`config.mk`:
```
export PLATFORM = sky130hd
export DESIGN_NAME = mlfqs_priority_engine_flat
export DESIGN_NICKNAME = d
export VERILOG_FILES = /design/src/sv/mpe_pkg.sv /design/src/sv/mpe_if.sv /design/src/sv/mpe_table_mem.sv /design/src/sv/mpe_div.sv /design/src/sv/mlfqs_priority_engine.sv /design/src/flat_wrapper.sv
export SDC_FILE = /design/constraint.sdc
export NUM_CORES = 2
export LEC_CHECK = 0
export BUFFER_PORTS_ARGS = -buffer_cell sky130_fd_sc_hd__buf_2
export CAP_MARGIN = 20
export CORE_ASPECT_RATIO = 1.75
export CORE_MARGIN = 10
export CORE_UTILIZATION = 50
export DETAILED_ROUTE_END_ITERATION = 12
export GPL_TIMING_DRIVEN = 0
export PLACE_DENSITY = 0.65
export SLEW_MARGIN = 5
export SYNTH_ARGS = -nofsm -noshare
export SYNTH_HDL_FRONTEND = slang
export SYNTH_SLANG_ARGS = --single-unit
```
`constraint.sdc`:
```
create_clock -name clk -period 8.7 [get_ports clk]
set_input_delay 1.74 -clock clk [delete_from_list [all_inputs] [get_ports clk]]
set_output_delay 1.74 -clock clk [all_outputs]
set_load 0.01 [all_outputs]
```
`src/sv/mpe_pkg.sv`:
```
// Shared constants, types and codes for the feedback priority engine.
// No dependencies; every other file of the block imports this package.
package mpe_pkg;

	localparam int MAX_THREADS_DEF      = 16;
	localparam int TICKS_PER_SECOND_DEF = 100;
	localparam int TOP_PRIORITY         = 63;
	localparam int FRAC_BITS            = 14;
	localparam int FONE                 = 1 << FRAC_BITS;

	localparam int REC_W  = 32;
	localparam int LA_W   = 31;
	localparam int NICE_W = 6;
	localparam int PRIO_W = 6;
	localparam int COEF_W = FRAC_BITS + 1;
	localparam int RDY_W  = 10;

	localparam int C5960      = (59 * FONE) / 60;
	localparam int READY_DIV  = 60;
	localparam int X100       = 100;
	localparam int REC_X_MAX  = 100000000;
	localparam int LA_X_MAX   = 2047;
	localparam int NICE_LIMIT = 20;

	localparam int DIV_NUM_W = LA_W + FRAC_BITS + 2;
	localparam int DIV_DEN_W = LA_W + 2;

	localparam int CFG_IDX_W  = 2;
	localparam int CFG_DATA_W = 4;

	typedef enum logic [2:0] {
		CMD_TICK   = 3'd0,
		CMD_NICE   = 3'd1,
		CMD_CREATE = 3'd2,
		CMD_EXIT   = 3'd3,
		CMD_SWITCH = 3'd4,
		CMD_QUERY  = 3'd5
	} cmd_t;

	typedef enum logic [CFG_IDX_W-1:0] {
		CFG_ENABLE = 2'd0,
		CFG_SLICE  = 2'd1
	} cfg_idx_t;

	typedef struct packed {
		logic signed [REC_W-1:0]  recent;
		logic signed [NICE_W-1:0] nice;
		logic [PRIO_W-1:0]        prio;
	} mpe_entry_t;

endpackage

```
`src/sv/mpe_if.sv`:
```
// Handshake channels of the priority engine: request, response, register write.
// Depends on mpe_pkg for field widths.
interface mpe_req_if import mpe_pkg::*; ();
	logic                     valid;
	logic                     ready;
	logic [2:0]               cmd;
	logic [3:0]               slot;
	logic                     running_idle;
	logic [3:0]               parent_slot;
	logic signed [NICE_W-1:0] nice_value;
	logic [PRIO_W-1:0]        initial_priority;
	logic [4:0]               ready_count;

	modport source (output valid, cmd, slot, running_idle, parent_slot, nice_value,
		initial_priority, ready_count, input ready);
	modport sink (input valid, cmd, slot, running_idle, parent_slot, nice_value,
		initial_priority, ready_count, output ready);
endinterface

interface mpe_rsp_if import mpe_pkg::*; ();
	logic                     valid;
	logic                     ready;
	logic                     yield_request;
	logic [PRIO_W-1:0]        priority_out;
	logic signed [NICE_W-1:0] nice_out;
	logic signed [27:0]       recent_cpu_x100;
	logic [10:0]              load_avg_x100;
	logic                     status;

	modport source (output valid, yield_request, priority_out, nice_out, recent_cpu_x100,
		load_avg_x100, status, input ready);
	modport sink (input valid, yield_request, priority_out, nice_out, recent_cpu_x100,
		load_avg_x100, status, output ready);
endinterface

interface mpe_cfg_if import mpe_pkg::*; ();
	logic                  valid;
	logic                  ready;
	logic [CFG_IDX_W-1:0]  index;
	logic [CFG_DATA_W-1:0] data;

	modport source (output valid, index, data, input ready);
	modport sink (input valid, index, data, output ready);
endinterface

```
`src/sv/mpe_table_mem.sv`:
```
// Thread table: one synchronous memory, one write and one registered read port.
// Depends on mpe_pkg for the entry type.
module mpe_table_mem import mpe_pkg::*; #(
	parameter int DEPTH = MAX_THREADS_DEF,
	localparam int AW = (DEPTH > 1) ? $clog2(DEPTH) : 1
) (
	input  logic       clk,
	input  logic       we,
	input  logic [AW-1:0] waddr,
	input  mpe_entry_t wdata,
	input  logic [AW-1:0] raddr,
	output mpe_entry_t rdata
);

	mpe_entry_t mem [DEPTH];
	mpe_entry_t rdata_q;

	always_ff @(posedge clk) begin
		if (we) begin
			mem[waddr] <= wdata;
		end
		rdata_q <= mem[raddr];
	end

	assign rdata = rdata_q;

endmodule

```
`src/sv/mpe_div.sv`:
```
// Restoring unsigned divider, one quotient bit per cycle.
// Depends on mpe_pkg for operand widths.
module mpe_div import mpe_pkg::*; (
	input  logic                 clk,
	input  logic                 arst_n,
	input  logic                 start,
	input  logic [DIV_NUM_W-1:0] num,
	input  logic [DIV_DEN_W-1:0] den,
	output logic                 busy,
	output logic                 done,
	output logic [DIV_NUM_W-1:0] quo
);

	localparam int CW = $clog2(DIV_NUM_W + 1);

	logic [CW-1:0]        cnt_q;
	logic                 busy_q;
	logic                 done_q;
	logic [DIV_NUM_W-1:0] quo_q;
	logic [DIV_DEN_W-1:0] den_q;
	logic [DIV_DEN_W-1:0] rem_q;
	logic [DIV_DEN_W:0]   rem_sh;
	logic [DIV_DEN_W:0]   rem_diff;
	logic                 take;

	assign rem_sh   = {rem_q, quo_q[DIV_NUM_W-1]};
	assign rem_diff = rem_sh - {1'b0, den_q};
	assign take     = (rem_sh >= {1'b0, den_q});

	always_ff @(posedge clk or negedge arst_n) begin
		if (!arst_n) begin
			busy_q <= 1'b0;
			done_q <= 1'b0;
			cnt_q  <= '0;
		end else begin
			done_q <= 1'b0;
			if (start) begin
				busy_q <= 1'b1;
				cnt_q  <= CW'(DIV_NUM_W);
			end else if (busy_q) begin
				cnt_q <= cnt_q - CW'(1);
				if (cnt_q == CW'(1)) begin
					busy_q <= 1'b0;
					done_q <= 1'b1;
				end
			end
		end
	end

	always_ff @(posedge clk) begin
		if (start) begin
			quo_q <= num;
			den_q <= den;
			rem_q <= '0;
		end else if (busy_q) begin
			rem_q <= take ? rem_diff[DIV_DEN_W-1:0] : rem_sh[DIV_DEN_W-1:0];
			quo_q <= {quo_q[DIV_NUM_W-2:0], take};
		end
	end

	assign busy = busy_q;
	assign done = done_q;
	assign quo  = quo_q;

endmodule

```
`src/sv/mlfqs_priority_engine.sv`:
```
// Feedback priority engine: thread table in one memory, iterative divider, control FSM.
// The next request can be accepted in the cycle after the response is loaded. When enabled,
// the once-a-second tick also updates the load average, divides for the decay coefficient
// and walks every thread's recent CPU, and slice expiry walks every thread's priority.
// Reset clears valid bits, load average and counters; it sets config to enabled, slice 4.
// Depends on mpe_pkg, mpe_if, mpe_table_mem, mpe_div.
module mlfqs_priority_engine import mpe_pkg::*; #(
	parameter int MAX_THREADS      = MAX_THREADS_DEF,
	parameter int TICKS_PER_SECOND = TICKS_PER_SECOND_DEF
) (
	input logic       clk,
	input logic       arst_n,
	mpe_req_if.sink   req,
	mpe_rsp_if.source rsp,
	mpe_cfg_if.sink   cfg
);

	localparam int IW    = (MAX_THREADS > 1) ? $clog2(MAX_THREADS) : 1;
	localparam int SCW   = $clog2(TICKS_PER_SECOND + 1);
	localparam int PROD_W = LA_W + FRAC_BITS;
	localparam int RCP_W = REC_W + COEF_W + 1;
	localparam int RX_W  = REC_W + 8;
	localparam int LX_W  = LA_W + 7;
	localparam int PV_W  = 20;
	localparam int RT_N  = MAX_THREADS + 2;
	localparam int RT_AW = $clog2(RT_N);
	localparam logic signed [RX_W-1:0] X100_S = RX_W'(X100);
	localparam logic signed [NICE_W-1:0] NICE_HI = NICE_W'(NICE_LIMIT);
	localparam logic signed [NICE_W-1:0] NICE_LO = NICE_W'(-NICE_LIMIT);

	typedef enum logic [4:0] {
		S_IDLE, S_DISP, S_CHG_RD, S_CHG_WR, S_SEC, S_LA_MUL, S_LA_SUM, S_DIV2,
		S_RC_RD, S_RC_MUL, S_RC_WR, S_SLICE, S_PR_RD, S_PR_WR, S_ENT_RD, S_ENT_WR,
		S_OUT_RD, S_OUT_MUL, S_OUT_FIN
	} state_t;

	state_t state_q;

	cmd_t                     cmd_q;
	logic [3:0]               slot_q;
	logic                     idle_q;
	logic [3:0]               parent_q;
	logic signed [NICE_W-1:0] nice_q;
	logic [PRIO_W-1:0]        ipri_q;
	logic [4:0]               ready_q;

	logic                     enable_q;
	logic [3:0]               tslice_q;
	logic [MAX_THREADS-1:0]   valid_q;
	logic [LA_W-1:0]          load_avg_q;
	logic [SCW-1:0]           sec_q;
	logic [3:0]               slice_q;
	logic [IW-1:0]            walk_q;
	logic [PROD_W-1:0]        prod_q;
	logic [LA_W-1:0]          la_add_q;
	logic [COEF_W-1:0]        coef_q;
	logic signed [RCP_W-1:0]  rc_s2;
	logic signed [RX_W-1:0]   rx_s2;
	logic [LX_W-1:0]          lx_s2;
	logic                     live_s2;
	logic [PRIO_W-1:0]        pri_s2;
	logic signed [NICE_W-1:0] nice_s2;
	logic                     yield_q;
	logic                     status_q;

	logic                     out_valid_q;
	logic                     out_yield_q;
	logic [PRIO_W-1:0]        out_pri_q;
	logic signed [NICE_W-1:0] out_nice_q;
	logic signed [27:0]       out_rec_q;
	logic [10:0]              out_la_q;
	logic                     out_status_q;
	logic                     out_load;

	logic [IW-1:0]   slot_a;
	logic [IW-1:0]   par_a;
	logic            slot_in;
	logic            live_slot;
	logic            par_live;
	logic signed [NICE_W-1:0] nice_clamp;

	logic            mem_we;
	logic [IW-1:0]   mem_waddr;
	logic [IW-1:0]   mem_raddr;
	mpe_entry_t      mem_wdata;
	mpe_entry_t      rd;

	logic                 div_start;
	logic [DIV_NUM_W-1:0] div_num;
	logic [DIV_DEN_W-1:0] div_den;
	logic                 div_busy;
	logic                 div_done;
	logic [DIV_NUM_W-1:0] div_quo;

	logic [RDY_W-1:0]     rdy_tot;
	logic [LA_W-1:0]      la_add_tab [RT_N];
	logic [LA_W:0]        la_sum;
	logic [LA_W-1:0]      la_next;
	logic [SCW-1:0]       sec_inc;
	logic [3:0]           slice_next;
	logic [REC_W:0]       chg_sum;
	logic [REC_W-1:0]     chg_sat;
	logic signed [RCP_W-1:0] rc_t;
	logic signed [RCP_W-1:0] rc_sum;
	logic [REC_W-1:0]     rc_sat;

	logic                 rx_neg;
	logic [RX_W-1:0]      rx_mag;
	logic [RX_W-1:0]      rx_rnd;
	logic [26:0]          rx_cl;
	logic [LX_W-1:0]      lx_rnd;

	function automatic logic [PRIO_W-1:0] calc_prio(input logic signed [REC_W-1:0] rec,
		input logic signed [NICE_W-1:0] nv);
		logic signed [REC_W:0]  adj;
		logic signed [REC_W:0]  q;
		logic signed [PV_W-1:0] pv;
		adj = (REC_W+1)'(rec) + (rec[REC_W-1] ? (REC_W+1)'(4 * FONE - 1) : '0);
		q   = adj >>> (FRAC_BITS + 2);
		pv  = PV_W'(TOP_PRIORITY) - PV_W'(q) - (PV_W'(nv) <<< 1);
		if (pv < 0) begin
			return '0;
		end else if (pv > PV_W'(TOP_PRIORITY)) begin
			return PRIO_W'(TOP_PRIORITY);
		end
		return pv[PRIO_W-1:0];
	endfunction

	// ready*F/60 for every possible ready total
	for (genvar g = 0; g < RT_N; g++) begin : g_la_add
		assign la_add_tab[g] = LA_W'((g * FONE) / READY_DIV);
	end

	assign slot_a    = IW'(slot_q);
	assign par_a     = IW'(parent_q);
	assign slot_in   = int'(slot_q) < MAX_THREADS;
	assign live_slot = slot_in && valid_q[slot_a];
	assign par_live  = (int'(parent_q) < MAX_THREADS) && valid_q[par_a];

	assign nice_clamp = (req.nice_value > NICE_HI) ? NICE_HI :
		(req.nice_value < NICE_LO) ? NICE_LO : req.nice_value;

	assign rdy_tot = ((int'(ready_q) > MAX_THREADS) ? RDY_W'(MAX_THREADS) : RDY_W'(ready_q))
		+ RDY_W'(!idle_q);
	assign la_sum  = (LA_W+1)'(prod_q >> FRAC_BITS) + (LA_W+1)'(la_add_q);
	assign la_next = la_sum[LA_W] ? {LA_W{1'b1}} : la_sum[LA_W-1:0];
	assign sec_inc = sec_q + SCW'(1);
	assign slice_next = (slice_q != 4'hf) ? slice_q + 4'd1 : slice_q;

	assign chg_sum = (REC_W+1)'(rd.recent) + (REC_W+1)'(FONE);
	assign chg_sat = (chg_sum[REC_W] != chg_sum[REC_W-1]) ? {1'b0, {(REC_W-1){1'b1}}}
		: chg_sum[REC_W-1:0];

	assign rc_t   = (rc_s2 + (rc_s2[RCP_W-1] ? RCP_W'(FONE - 1) : '0)) >>> FRAC_BITS;
	assign rc_sum = rc_t + (RCP_W'(rd.nice) <<< FRAC_BITS);
	assign rc_sat = (rc_sum[RCP_W-1:REC_W-1] != {(RCP_W-REC_W+1){rc_sum[RCP_W-1]}}) ?
		(rc_sum[RCP_W-1] ? {1'b1, {(REC_W-1){1'b0}}} : {1'b0, {(REC_W-1){1'b1}}})
		: rc_sum[REC_W-1:0];

	assign rx_neg = rx_s2[RX_W-1];
	assign rx_mag = rx_neg ? RX_W'(-rx_s2) : RX_W'(rx_s2);
	assign rx_rnd = (rx_mag + RX_W'(FONE / 2)) >> FRAC_BITS;
	assign rx_cl  = (rx_rnd > RX_W'(REC_X_MAX)) ? 27'(REC_X_MAX) : rx_rnd[26:0];
	assign lx_rnd = (lx_s2 + LX_W'(FONE / 2)) >> FRAC_BITS;

	assign div_start = (state_q == S_LA_SUM);
	assign div_num   = DIV_NUM_W'(la_next) << (FRAC_BITS + 1);
	assign div_den   = DIV_DEN_W'({la_next, 1'b0}) + DIV_DEN_W'(FONE);

	assign out_load = (state_q == S_OUT_FIN) && (!out_valid_q || rsp.ready);

	always_comb begin
		mem_we    = 1'b0;
		mem_waddr = slot_a;
		mem_raddr = slot_a;
		mem_wdata = rd;
		unique case (state_q)
			S_CHG_WR: begin
				mem_we           = 1'b1;
				mem_wdata.recent = chg_sat;
			end
			S_RC_RD, S_RC_MUL, S_PR_RD: begin
				mem_raddr = walk_q;
			end
			S_RC_WR: begin
				mem_raddr        = walk_q;
				mem_waddr        = walk_q;
				mem_we           = valid_q[walk_q];
				mem_wdata.recent = rc_sat;
			end
			S_PR_WR: begin
				mem_raddr      = walk_q;
				mem_waddr      = walk_q;
				mem_we         = valid_q[walk_q];
				mem_wdata.prio = calc_prio(rd.recent, rd.nice);
			end
			S_ENT_RD: begin
				mem_raddr = (cmd_q == CMD_CREATE) ? par_a : slot_a;
			end
			S_ENT_WR: begin
				mem_we = 1'b1;
				if (cmd_q == CMD_NICE) begin
					mem_wdata.nice = nice_q;
					if (enable_q) begin
						mem_wdata.prio = calc_prio(rd.recent, nice_q);
					end
				end else if (cmd_q == CMD_CREATE) begin
					mem_wdata.recent = par_live ? rd.recent : '0;
					mem_wdata.nice   = par_live ? rd.nice : '0;
					mem_wdata.prio   = (int'(ipri_q) > TOP_PRIORITY) ?
						PRIO_W'(TOP_PRIORITY) : ipri_q;
				end else begin
					mem_wdata = '0;
				end
			end
			default: begin
			end
		endcase
	end

	mpe_table_mem #(.DEPTH(MAX_THREADS)) u_mem (
		.clk   (clk),
		.we    (mem_we),
		.waddr (mem_waddr),
		.wdata (mem_wdata),
		.raddr (mem_raddr),
		.rdata (rd)
	);

	mpe_div u_div (
		.clk    (clk),
		.arst_n (arst_n),
		.start  (div_start),
		.num    (div_num),
		.den    (div_den),
		.busy   (div_busy),
		.done   (div_done),
		.quo    (div_quo)
	);

	assign cfg.ready = 1'b1;

	always_ff @(posedge clk or negedge arst_n) begin
		if (!arst_n) begin
			enable_q <= 1'b1;
			tslice_q <= 4'd4;
		end else if (cfg.valid) begin
			unique case (cfg.index)
				CFG_ENABLE: enable_q <= cfg.data[0];
				CFG_SLICE:  tslice_q <= cfg.data[3:0];
				default: begin
				end
			endcase
		end
	end

	always_ff @(posedge clk or negedge arst_n) begin
		if (!arst_n) begin
			state_q     <= S_IDLE;
			valid_q     <= '0;
			load_avg_q  <= '0;
			sec_q       <= '0;
			slice_q     <= '0;
			walk_q      <= '0;
			out_valid_q <= 1'b0;
			yield_q     <= 1'b0;
			status_q    <= 1'b0;
		end else begin
			if (out_load) begin
				out_valid_q <= 1'b1;
			end else if (rsp.ready) begin
				out_valid_q <= 1'b0;
			end
			unique case (state_q)
				S_IDLE: begin
					if (req.valid) begin
						state_q <= S_DISP;
					end
				end
				S_DISP: begin
					yield_q  <= 1'b0;
					status_q <= 1'b0;
					unique case (cmd_q)
						CMD_TICK: begin
							status_q <= !idle_q && !live_slot;
							state_q  <= (enable_q && !idle_q && live_slot) ? S_CHG_RD : S_SEC;
						end
						CMD_NICE, CMD_EXIT: begin
							status_q <= !live_slot;
							state_q  <= !live_slot ? S_OUT_RD :
								(cmd_q == CMD_NICE) ? S_ENT_RD : S_ENT_WR;
						end
						CMD_CREATE: begin
							state_q <= !slot_in ? S_OUT_RD : par_live ? S_ENT_RD : S_ENT_WR;
						end
						CMD_SWITCH: begin
							slice_q <= '0;
							state_q <= S_OUT_RD;
						end
						default: begin
							status_q <= !live_slot;
							state_q  <= S_OUT_RD;
						end
					endcase
				end
				S_CHG_RD: state_q <= S_CHG_WR;
				S_CHG_WR: state_q <= S_SEC;
				S_SEC: begin
					if (int'(sec_inc) >= TICKS_PER_SECOND) begin
						sec_q   <= '0;
						state_q <= enable_q ? S_LA_MUL : S_SLICE;
					end else begin
						sec_q   <= sec_inc;
						state_q <= S_SLICE;
					end
				end
				S_LA_MUL: state_q <= S_LA_SUM;
				S_LA_SUM: begin
					load_avg_q <= la_next;
					state_q    <= S_DIV2;
				end
				S_DIV2: begin
					if (div_done) begin
						walk_q  <= '0;
						state_q <= S_RC_RD;
					end
				end
				S_RC_RD:  state_q <= S_RC_MUL;
				S_RC_MUL: state_q <= S_RC_WR;
				S_RC_WR: begin
					if (walk_q == IW'(MAX_THREADS - 1)) begin
						state_q <= S_SLICE;
					end else begin
						walk_q  <= walk_q + IW'(1);
						state_q <= S_RC_RD;
					end
				end
				S_SLICE: begin
					slice_q <= slice_next;
					if (slice_next >= tslice_q) begin
						yield_q <= 1'b1;
						walk_q  <= '0;
						state_q <= enable_q ? S_PR_RD : S_OUT_RD;
					end else begin
						state_q <= S_OUT_RD;
					end
				end
				S_PR_RD: state_q <= S_PR_WR;
				S_PR_WR: begin
					if (walk_q == IW'(MAX_THREADS - 1)) begin
						state_q <= S_OUT_RD;
					end else begin
						walk_q  <= walk_q + IW'(1);
						state_q <= S_PR_RD;
					end
				end
				S_ENT_RD: state_q <= S_ENT_WR;
				S_ENT_WR: begin
					if (cmd_q == CMD_CREATE) begin
						valid_q[slot_a] <= 1'b1;
					end else if (cmd_q == CMD_EXIT) begin
						valid_q[slot_a] <= 1'b0;
					end
					state_q <= S_OUT_RD;
				end
				S_OUT_RD:  state_q <= S_OUT_MUL;
				S_OUT_MUL: state_q <= S_OUT_FIN;
				S_OUT_FIN: begin
					if (out_load) begin
						state_q <= S_IDLE;
					end
				end
				default: state_q <= S_IDLE;
			endcase
		end
	end

	always_ff @(posedge clk) begin
		if (state_q == S_IDLE && req.valid) begin
			cmd_q    <= cmd_t'(req.cmd);
			slot_q   <= req.slot;
			idle_q   <= req.running_idle;
			parent_q <= req.parent_slot;
			nice_q   <= nice_clamp;
			ipri_q   <= req.initial_priority;
			ready_q  <= req.ready_count;
		end
		if (state_q == S_LA_MUL) begin
			prod_q   <= PROD_W'(C5960) * PROD_W'(load_avg_q);
			la_add_q <= la_add_tab[RT_AW'(rdy_tot)];
		end
		if (state_q == S_DIV2 && div_done) begin
			coef_q <= div_quo[COEF_W-1:0];
		end
		if (state_q == S_RC_MUL) begin
			rc_s2 <= $signed({1'b0, coef_q}) * rd.recent;
		end
		if (state_q == S_OUT_MUL) begin
			rx_s2   <= rd.recent * X100_S;
			lx_s2   <= LX_W'(load_avg_q) * LX_W'(X100);
			live_s2 <= live_slot;
			pri_s2  <= rd.prio;
			nice_s2 <= rd.nice;
		end
		if (out_load) begin
			out_yield_q  <= yield_q;
			out_status_q <= status_q;
			out_pri_q    <= live_s2 ? pri_s2 : '0;
			out_nice_q   <= live_s2 ? nice_s2 : '0;
			out_rec_q    <= !live_s2 ? '0 : rx_neg ? -$signed({1'b0, rx_cl})
				: $signed({1'b0, rx_cl});
			out_la_q     <= (lx_rnd > LX_W'(LA_X_MAX)) ? 11'(LA_X_MAX) : lx_rnd[10:0];
		end
	end

	assign req.ready           = (state_q == S_IDLE);
	assign rsp.valid           = out_valid_q;
	assign rsp.yield_request   = out_yield_q;
	assign rsp.priority_out    = out_pri_q;
	assign rsp.nice_out        = out_nice_q;
	assign rsp.recent_cpu_x100 = out_rec_q;
	assign rsp.load_avg_x100   = out_la_q;
	assign rsp.status          = out_status_q;

	a_no_take_while_div: assert property (@(posedge clk) disable iff (!arst_n)
		div_busy |-> !req.ready)
		else $error("request taken while divider busy");

	a_idle_no_write: assert property (@(posedge clk) disable iff (!arst_n)
		(state_q == S_IDLE) |-> !mem_we)
		else $error("table write outside a command");

	a_div_done_waited: assert property (@(posedge clk) disable iff (!arst_n)
		div_done |-> (state_q == S_DIV2))
		else $error("divider result arrived with no consumer");

	a_load_avg_only_update: assert property (@(posedge clk) disable iff (!arst_n)
		!$stable(load_avg_q) |-> $past(state_q == S_LA_SUM))
		else $error("load average changed outside its update step");

endmodule
```
`src/flat_wrapper.sv`:
```
// flat-port wrapper written by rule: the top's interface ports become plain ports
module mlfqs_priority_engine_flat import mpe_pkg::*;
#(
	parameter int MAX_THREADS      = MAX_THREADS_DEF,
	parameter int TICKS_PER_SECOND = TICKS_PER_SECOND_DEF
)
  (clk, arst_n, req_valid, req_cmd, req_slot, req_running_idle, req_parent_slot, req_nice_value, req_initial_priority, req_ready_count, req_ready, rsp_valid, rsp_yield_request, rsp_priority_out, rsp_nice_out, rsp_recent_cpu_x100, rsp_load_avg_x100, rsp_status, rsp_ready, cfg_valid, cfg_index, cfg_data, cfg_ready);
  mpe_req_if req_i ();
  mpe_rsp_if rsp_i ();
  mpe_cfg_if cfg_i ();
  input logic clk;
  input logic arst_n;
  input wire logic [$bits(req_i.valid)-1:0] req_valid;
  input wire logic [$bits(req_i.cmd)-1:0] req_cmd;
  input wire logic [$bits(req_i.slot)-1:0] req_slot;
  input wire logic [$bits(req_i.running_idle)-1:0] req_running_idle;
  input wire logic [$bits(req_i.parent_slot)-1:0] req_parent_slot;
  input wire logic [$bits(req_i.nice_value)-1:0] req_nice_value;
  input wire logic [$bits(req_i.initial_priority)-1:0] req_initial_priority;
  input wire logic [$bits(req_i.ready_count)-1:0] req_ready_count;
  output wire logic [$bits(req_i.ready)-1:0] req_ready;
  output wire logic [$bits(rsp_i.valid)-1:0] rsp_valid;
  output wire logic [$bits(rsp_i.yield_request)-1:0] rsp_yield_request;
  output wire logic [$bits(rsp_i.priority_out)-1:0] rsp_priority_out;
  output wire logic [$bits(rsp_i.nice_out)-1:0] rsp_nice_out;
  output wire logic [$bits(rsp_i.recent_cpu_x100)-1:0] rsp_recent_cpu_x100;
  output wire logic [$bits(rsp_i.load_avg_x100)-1:0] rsp_load_avg_x100;
  output wire logic [$bits(rsp_i.status)-1:0] rsp_status;
  input wire logic [$bits(rsp_i.ready)-1:0] rsp_ready;
  input wire logic [$bits(cfg_i.valid)-1:0] cfg_valid;
  input wire logic [$bits(cfg_i.index)-1:0] cfg_index;
  input wire logic [$bits(cfg_i.data)-1:0] cfg_data;
  output wire logic [$bits(cfg_i.ready)-1:0] cfg_ready;
  assign req_i.valid = req_valid;
  assign req_i.cmd = req_cmd;
  assign req_i.slot = req_slot;
  assign req_i.running_idle = req_running_idle;
  assign req_i.parent_slot = req_parent_slot;
  assign req_i.nice_value = req_nice_value;
  assign req_i.initial_priority = req_initial_priority;
  assign req_i.ready_count = req_ready_count;
  assign req_ready = req_i.ready;
  assign rsp_valid = rsp_i.valid;
  assign rsp_yield_request = rsp_i.yield_request;
  assign rsp_priority_out = rsp_i.priority_out;
  assign rsp_nice_out = rsp_i.nice_out;
  assign rsp_recent_cpu_x100 = rsp_i.recent_cpu_x100;
  assign rsp_load_avg_x100 = rsp_i.load_avg_x100;
  assign rsp_status = rsp_i.status;
  assign rsp_i.ready = rsp_ready;
  assign cfg_i.valid = cfg_valid;
  assign cfg_i.index = cfg_index;
  assign cfg_i.data = cfg_data;
  assign cfg_ready = cfg_i.ready;
  mlfqs_priority_engine #(.MAX_THREADS(MAX_THREADS), .TICKS_PER_SECOND(TICKS_PER_SECOND)) u_core (.clk(clk), .arst_n(arst_n), .req(req_i), .rsp(rsp_i), .cfg(cfg_i));
endmodule
```
**After elaboration in Yosys (flattened, before gate mapping)**

Memories as Yosys holds them, arrays and structs flattened. A register that Yosys moved wholly into a read port is not among the register bits.
Index checks and enable logic that the tools add are counted.

- Register bits after elaboration: 472
- Memory bits (writable): 704
- Memory bits (read-only): 992
- Input bits: 40
- Logic and storage cells: 242
- Memories: 2

- $add $sub $neg: 19
- Multipliers: 4
- Order comparisons: 16
- Eq/ne operators: 34
- Mux-type cells: 89
- Bitwise operators: 4
- Reductions and logical operators: 33

Memories:

| name | depth | bits a word | rd ports | clocked after memory_dff | write ports | RTL line | source |
|---|---|---|---|---|---|---|---|
| (name not given) | 32 | 31 | 1 | 1 | 0 | mlfqs_priority_engine.sv:390 | `la_add_q <= la_add_tab[RT_AW'(rdy_tot)];` |
| u_core.u_mem.mem | 16 | 44 | 1 | 1 | 1 | mpe_table_mem.sv:15 | `mpe_entry_t mem [DEPTH];` |

Operator list:

| operator | number |
|---|---|
| two-way mux 32 bit | 5 |
| case mux 32 bit (3 select lines) | 1 |
| case mux 5 bit (19 select lines) | 1 |
| two-way mux 46 bit | 2 |
| two-way mux 6 bit | 12 |
| two-way mux 27 bit | 2 |
| adder 48 bit | 1 |
| multiplier 16 x 32 -> 48 bit | 1 |
| two-way mux 16 bit | 3 |
| two-way mux 5 bit | 9 |
| multiplier 13 x 31 -> 44 bit (first input constant) | 1 |
| two-way mux 44 bit | 1 |
| adder 40 x 14 -> 40 bit (second input constant) | 1 |
| equality test 5 x 4 -> 1 bit (second input constant) | 8 |
| greater-than comparator 20 x 7 -> 1 bit (second input constant) | 2 |
| less-than comparator 20 x 1 -> 1 bit (second input constant) | 2 |
| two-way mux 40 bit | 1 |
| negation 40 bit | 1 |
| adder 38 x 14 -> 38 bit (second input constant) | 1 |
| multiplier 32 x 6 -> 38 bit (second input constant) | 1 |
| subtractor 18 x 7 -> 19 bit | 2 |
| adder 35 x 20 -> 36 bit | 1 |
| multiplier 31 x 5 -> 36 bit (second input constant) | 1 |
| greater-or-equal comparator 34 x 33 -> 1 bit | 1 |
| 68 further kinds | 138 |

**Logic depth before layout (Yosys ltp)**

- Depth in word-level cells: 14
- Mapped depth: 27

**Hierarchy**

Synthesis repeated with hierarchy kept, for this count alone.

- Cell total of the unflattened synthesis: 7,414
- Area, all modules: 86,568.0 um^2

Modules (own cells, without submodules):

| module | instances | cells each | area each (um^2) | sequential area each (um^2) |
|---|---|---|---|---|
| mlfqs_priority_engine | 1 | 5,635 | 52,600.4 | 9,596.7 |
| mpe_table_mem | 1 | 1,142 | 27,266.2 | 22,021.1 |
| mpe_div | 1 | 637 | 6,701.4 | 3,263.1 |

**Worst setup path before layout**

OpenSTA, ideal clock, no wires.

- Path kind: flip-flop to flip-flop
- Start: reg u_core.rc_s2[47]
- End: mem u_core.u_mem.mem[0][38] (netlist name) (data pin)
- Library setup time: 0.340 ns
- Arrival: 6.649 ns
- Data required time: 8.360 ns
- Path slack: 1.710 ns
- Stages on the path, launching flop included: 26
- Path buffers: 1
- Clock period less this slack: 6.990 ns
- Path through: edfxtp_1 > ha_1 > a31o_2 > a21o_1 > a21o_1 > a221oi_1 > o21ai_0 > a2111oi_0 > nor4bb_1 > nand3_1 > nor3_1 > nand3_1 > xnor2_1 > ha_1 > a21o_1 > a21o_1 > a21oi_1 > nor3b_1 > a211oi_1 > o31ai_1 > nor2_1 > o211a_1 > nor2_1 > clkbuf_1 > nor2_1 > a211oi_1

RTL lines:

| element | RTL line | source |
|---|---|---|
| start, declared | mlfqs_priority_engine.sv:57 | `logic signed [RCP_W-1:0] rc_s2;` |
| start signal, assigned | mlfqs_priority_engine.sv:396 | `rc_s2 <= $signed({1'b0, coef_q}) * rd.recent;` |
| end, declared | mpe_table_mem.sv:15 |  |

**Worst setup path after layout**

- Start: reg u_core.u_mem.rdata[36] (netlist name)
- End: reg u_core.rc_s2[47] (data pin)

- Cells in the longest elaborated chain, start to end: 1

Ends and longest elaborated chain:

| element | RTL line |
|---|---|
| multiplier 16 x 32 -> 48 bit | mlfqs_priority_engine.sv:396 |

No other way between the ends.
A chain may end at the register's enable or synchronous reset.

==> impl_metrics.toml <==
[run_status]
status = "completed"

[global_routing]
grt_pass1_vias = 67057
antenna_found_initial = 11
groute.usage.overall_pct = 27.23
grt_pass1_wl_mm = 394.3
grt_overflow = 0
grt_max_degree = 50

[logic_synthesis]
synth_nets = 9421
avgSynthCellArea_um2 = 10.70
synth_edf_count = 1024
syn_area_um2 = 86760
synth_seq_cells = 1200
synth.distinct_cells = 92
async_reset_ff_share_pct = 6.917
synth_cells = 8110
synth_area_leader_cell = "edfxtp_1"
synthTopCellsByArea = "edfxtp_1 (35%), fa_1 (17%), ha_1 (7.6%)"
seq_area_frac_synth_pct = 39.99
yosys_warnings = 0
synthFlopType = "edfxtp_1"
yosysTopAreaCellShare_pct = 35.44

[setup_path]
regToRegSetupSlack_ns = 0.37
critPathMaxFanout = 10
start_kind = "flop"
crit_path_end_kind = "flop"
cp.required_ns = 9.14
crit_arrival_ns = 8.77
critPathKind = "reg -> reg"

[layout]
final_area_um2 = 95270
syn2layout_area_growth_pct = 9.808
fill_cells = 15094
layout_commonest_cell = "edfxtp_1"
seqCellArea_um2 = 34690
drive_gt1_share_pct = 5.756
mostFrequentLayoutCells = "edfxtp_1 (1,024), inv_1 (997), nand2_1 (946)"
multi_input_area_um2 = 47320
fin_nets = 9693

[timing]
fin_crit_sh_pct = 95.73
min_period_ns = 8.328
rsz0062_at_grt = "no"
slew_viol_final = 0
tightest_slew_ns = 1.238
skew_ns = 0.06339
slew_headroom_pct = 17.49
fmaxAchievable_ghz = 0.1201
final-hold-violation-count = 0
hold_slack_ns = 0.4573
setup_viol = 0

[clock_tree]
cts-root-buf = "clkbuf_16"
cts_tree = "done"
clkLatencyLatePin_ns = 0.75
cts.htree.levels = 3
postCtsHoldBufs = 0
clockBufferDepth = 3
clock_sinks = 1200
numCtsBuffers = 108
clkSlewWorstSetupHoldPaths_ns = 0.07

[floorplanning]
die-width_um = 334.9
dieArea_um2 = 191200
initial_core_util_pct = 50.18
fp-row-count = 202
io_pins = 96
die_y_um = 571.0
core_region_area_um2 = 172900

[detailed_routing]
drt_iter0_drc = 4681
wl_mm = 260.9
vias_per_cell = 5.884
wl_per_cell_um = 24.33
routed-via-count = 63115
firstDrtPassIters = 5
drc = 0
antenna_left = 0

[place]
hpwl_mm = 209.1
gp_congestion = 0.9811
place_area_um2 = 91090
port-buffer-count = 94

[job]
cap_violations = 0

[hold_path]
hp-class = "reg -> reg"
## final cells by class
| cell class | count | share of cell area (%) |
|---|---|---|
| buffer | 349 | 1.424 |
| antenna | 4 | 0.01051 |
| sequential | 1200 | 36.42 |
| inverter | 998 | 3.932 |
| clock buffer | 151 | 3.353 |
| multi-input combinational | 5563 | 49.67 |
| tap | 2244 | 2.947 |
| timing repair buffer | 162 | 1.509 |
| clock inverter | 55 | 0.7368 |
## state kept, by name, summed over array words and instances, names as in the netlist, 6 cells and up, named ones only
signal	flops
u_core.rx_s2	38
u_core.ipri_q	6
u_core.u_div.den_q	32
u_core.load_avg_q	31
u_core.rc_s2	48
u_core.u_div.quo	47
u_core.rsp.recent_cpu_x100	28
u_core.u_div.rem_q	33
u_core.rsp.priority_out	6
u_core.nice_q	6
u_core.lx_s2	25
u_core.coef_q	15
u_core.sec_q	7
u_core.u_mem.rdata	44
u_core.pri_s2	6
u_core.nice_s2	6
u_core.u_mem.mem	704
u_core.u_div.cnt_q	6
u_core.rsp.load_avg_x100	11
u_core.rsp.nice_out	6
u_core.prod_q	31
## Yosys cell counts (22+ instances only)
master    count
or3_1        37
a211oi_1    268
and2_1      423
o21a_1       49
nor2_1      352
nand2_1     946
and3_1       61
xnor2_1     224
mux2i_1      41
nor4_1       26
nand3_1     121
nor2b_1      62
a21oi_1     338
o21bai_1     24
edfxtp_1   1024
inv_1       997
nand2b_1     45
dfxtp_1      93
clkbuf_1    328
ha_1        530
xor2_1       99
fa_1        741
nand4_1      46
a311oi_1     94
dfrtp_1      81
or2_2        22
a31oi_1     134
o211ai_1     35
a21o_1      162
o21ai_0     263
nor3_1       94
## through the flow
stage	worst slack [ns]	util (%)	TNS (ns)	instances
after floorplan	1.710	-	0	8110
after global placement	-1.745	52.08	-477.20	10448
after detailed placement	-0.8746	52.69	-233.76	10504
after CTS	0.009747	55.00	0	10711
after global routing	0.07415	55.10	0	10723
final	0.3717	55.11	0	10726
## critical path: stages, from the launching register on
cell and delay [ns]:
dfxtp_1 0.56, clkbuf_1 0.81, buf_1 0.56, nand2_1 0.15, fa_1 0.50, inv_1 0.05
fa_1 0.48, inv_1 0.05, fa_1 0.52, fa_1 0.45, fa_1 0.61, inv_1 0.08
fa_1 0.51, ha_1 0.37, a21o_1 0.17, a21o_1 0.18, a21o_1 0.18, a221o_1 0.33
or3_1 0.32, o211ai_1 0.43, o21ai_0 0.30, a41oi_1 0.28, xnor2_1 0.12
## final timing paths
path | start | to | cells past startpoint
worst min register to register | u_core.yield_q$_DFFE_PN0P_ | u_core.rsp.yield_request$_DFFE_PP_ | 0
max in group asynchronous | arst_n | u_core.load_avg_q[9]$_DFFE_PN0P_ | 2
min in group asynchronous | arst_n | asynchronous set/reset pin | 1
worst max register to register | u_core.u_mem.rdata[36]$_DFF_P_ | u_core.rc_s2[47]$_DFFE_PP_ | 22
worst min-delay path | u_core.yield_q$_DFFE_PN0P_ | u_core.rsp.yield_request$_DFFE_PP_ | 0
worst max-delay path | u_core.u_mem.rdata[36]$_DFF_P_ | u_core.rc_s2[47]$_DFFE_PP_ | 22
## timing repair
action	in CTS	in global routing
setup buffers	1	5
endpoints found under the setup margin	480	507
endpoints found under the hold margin	0	0
resized for setup	13	13
pin swaps	2	1
## logic make-up after synthesis
family,share of synthesized area (%)
compound gates,12.11
xor+xnor,3.287
fa+ha+maj,24.74
buf+inv,5.870
flops,39.99
mux,1.109
other cells,0.004322
simple gates,12.89
## metal layers
metal  global-route usage (%)  wire (um)
met2                    51.69     141700
met3                    3.798      13040
met5                        0         23
met4                    20.80      23390
met1                    26.18      82750
Power is left out: the tool's default activity adds up to more than one toggle a clock period on the data nets, which glitch-free logic cannot reach.
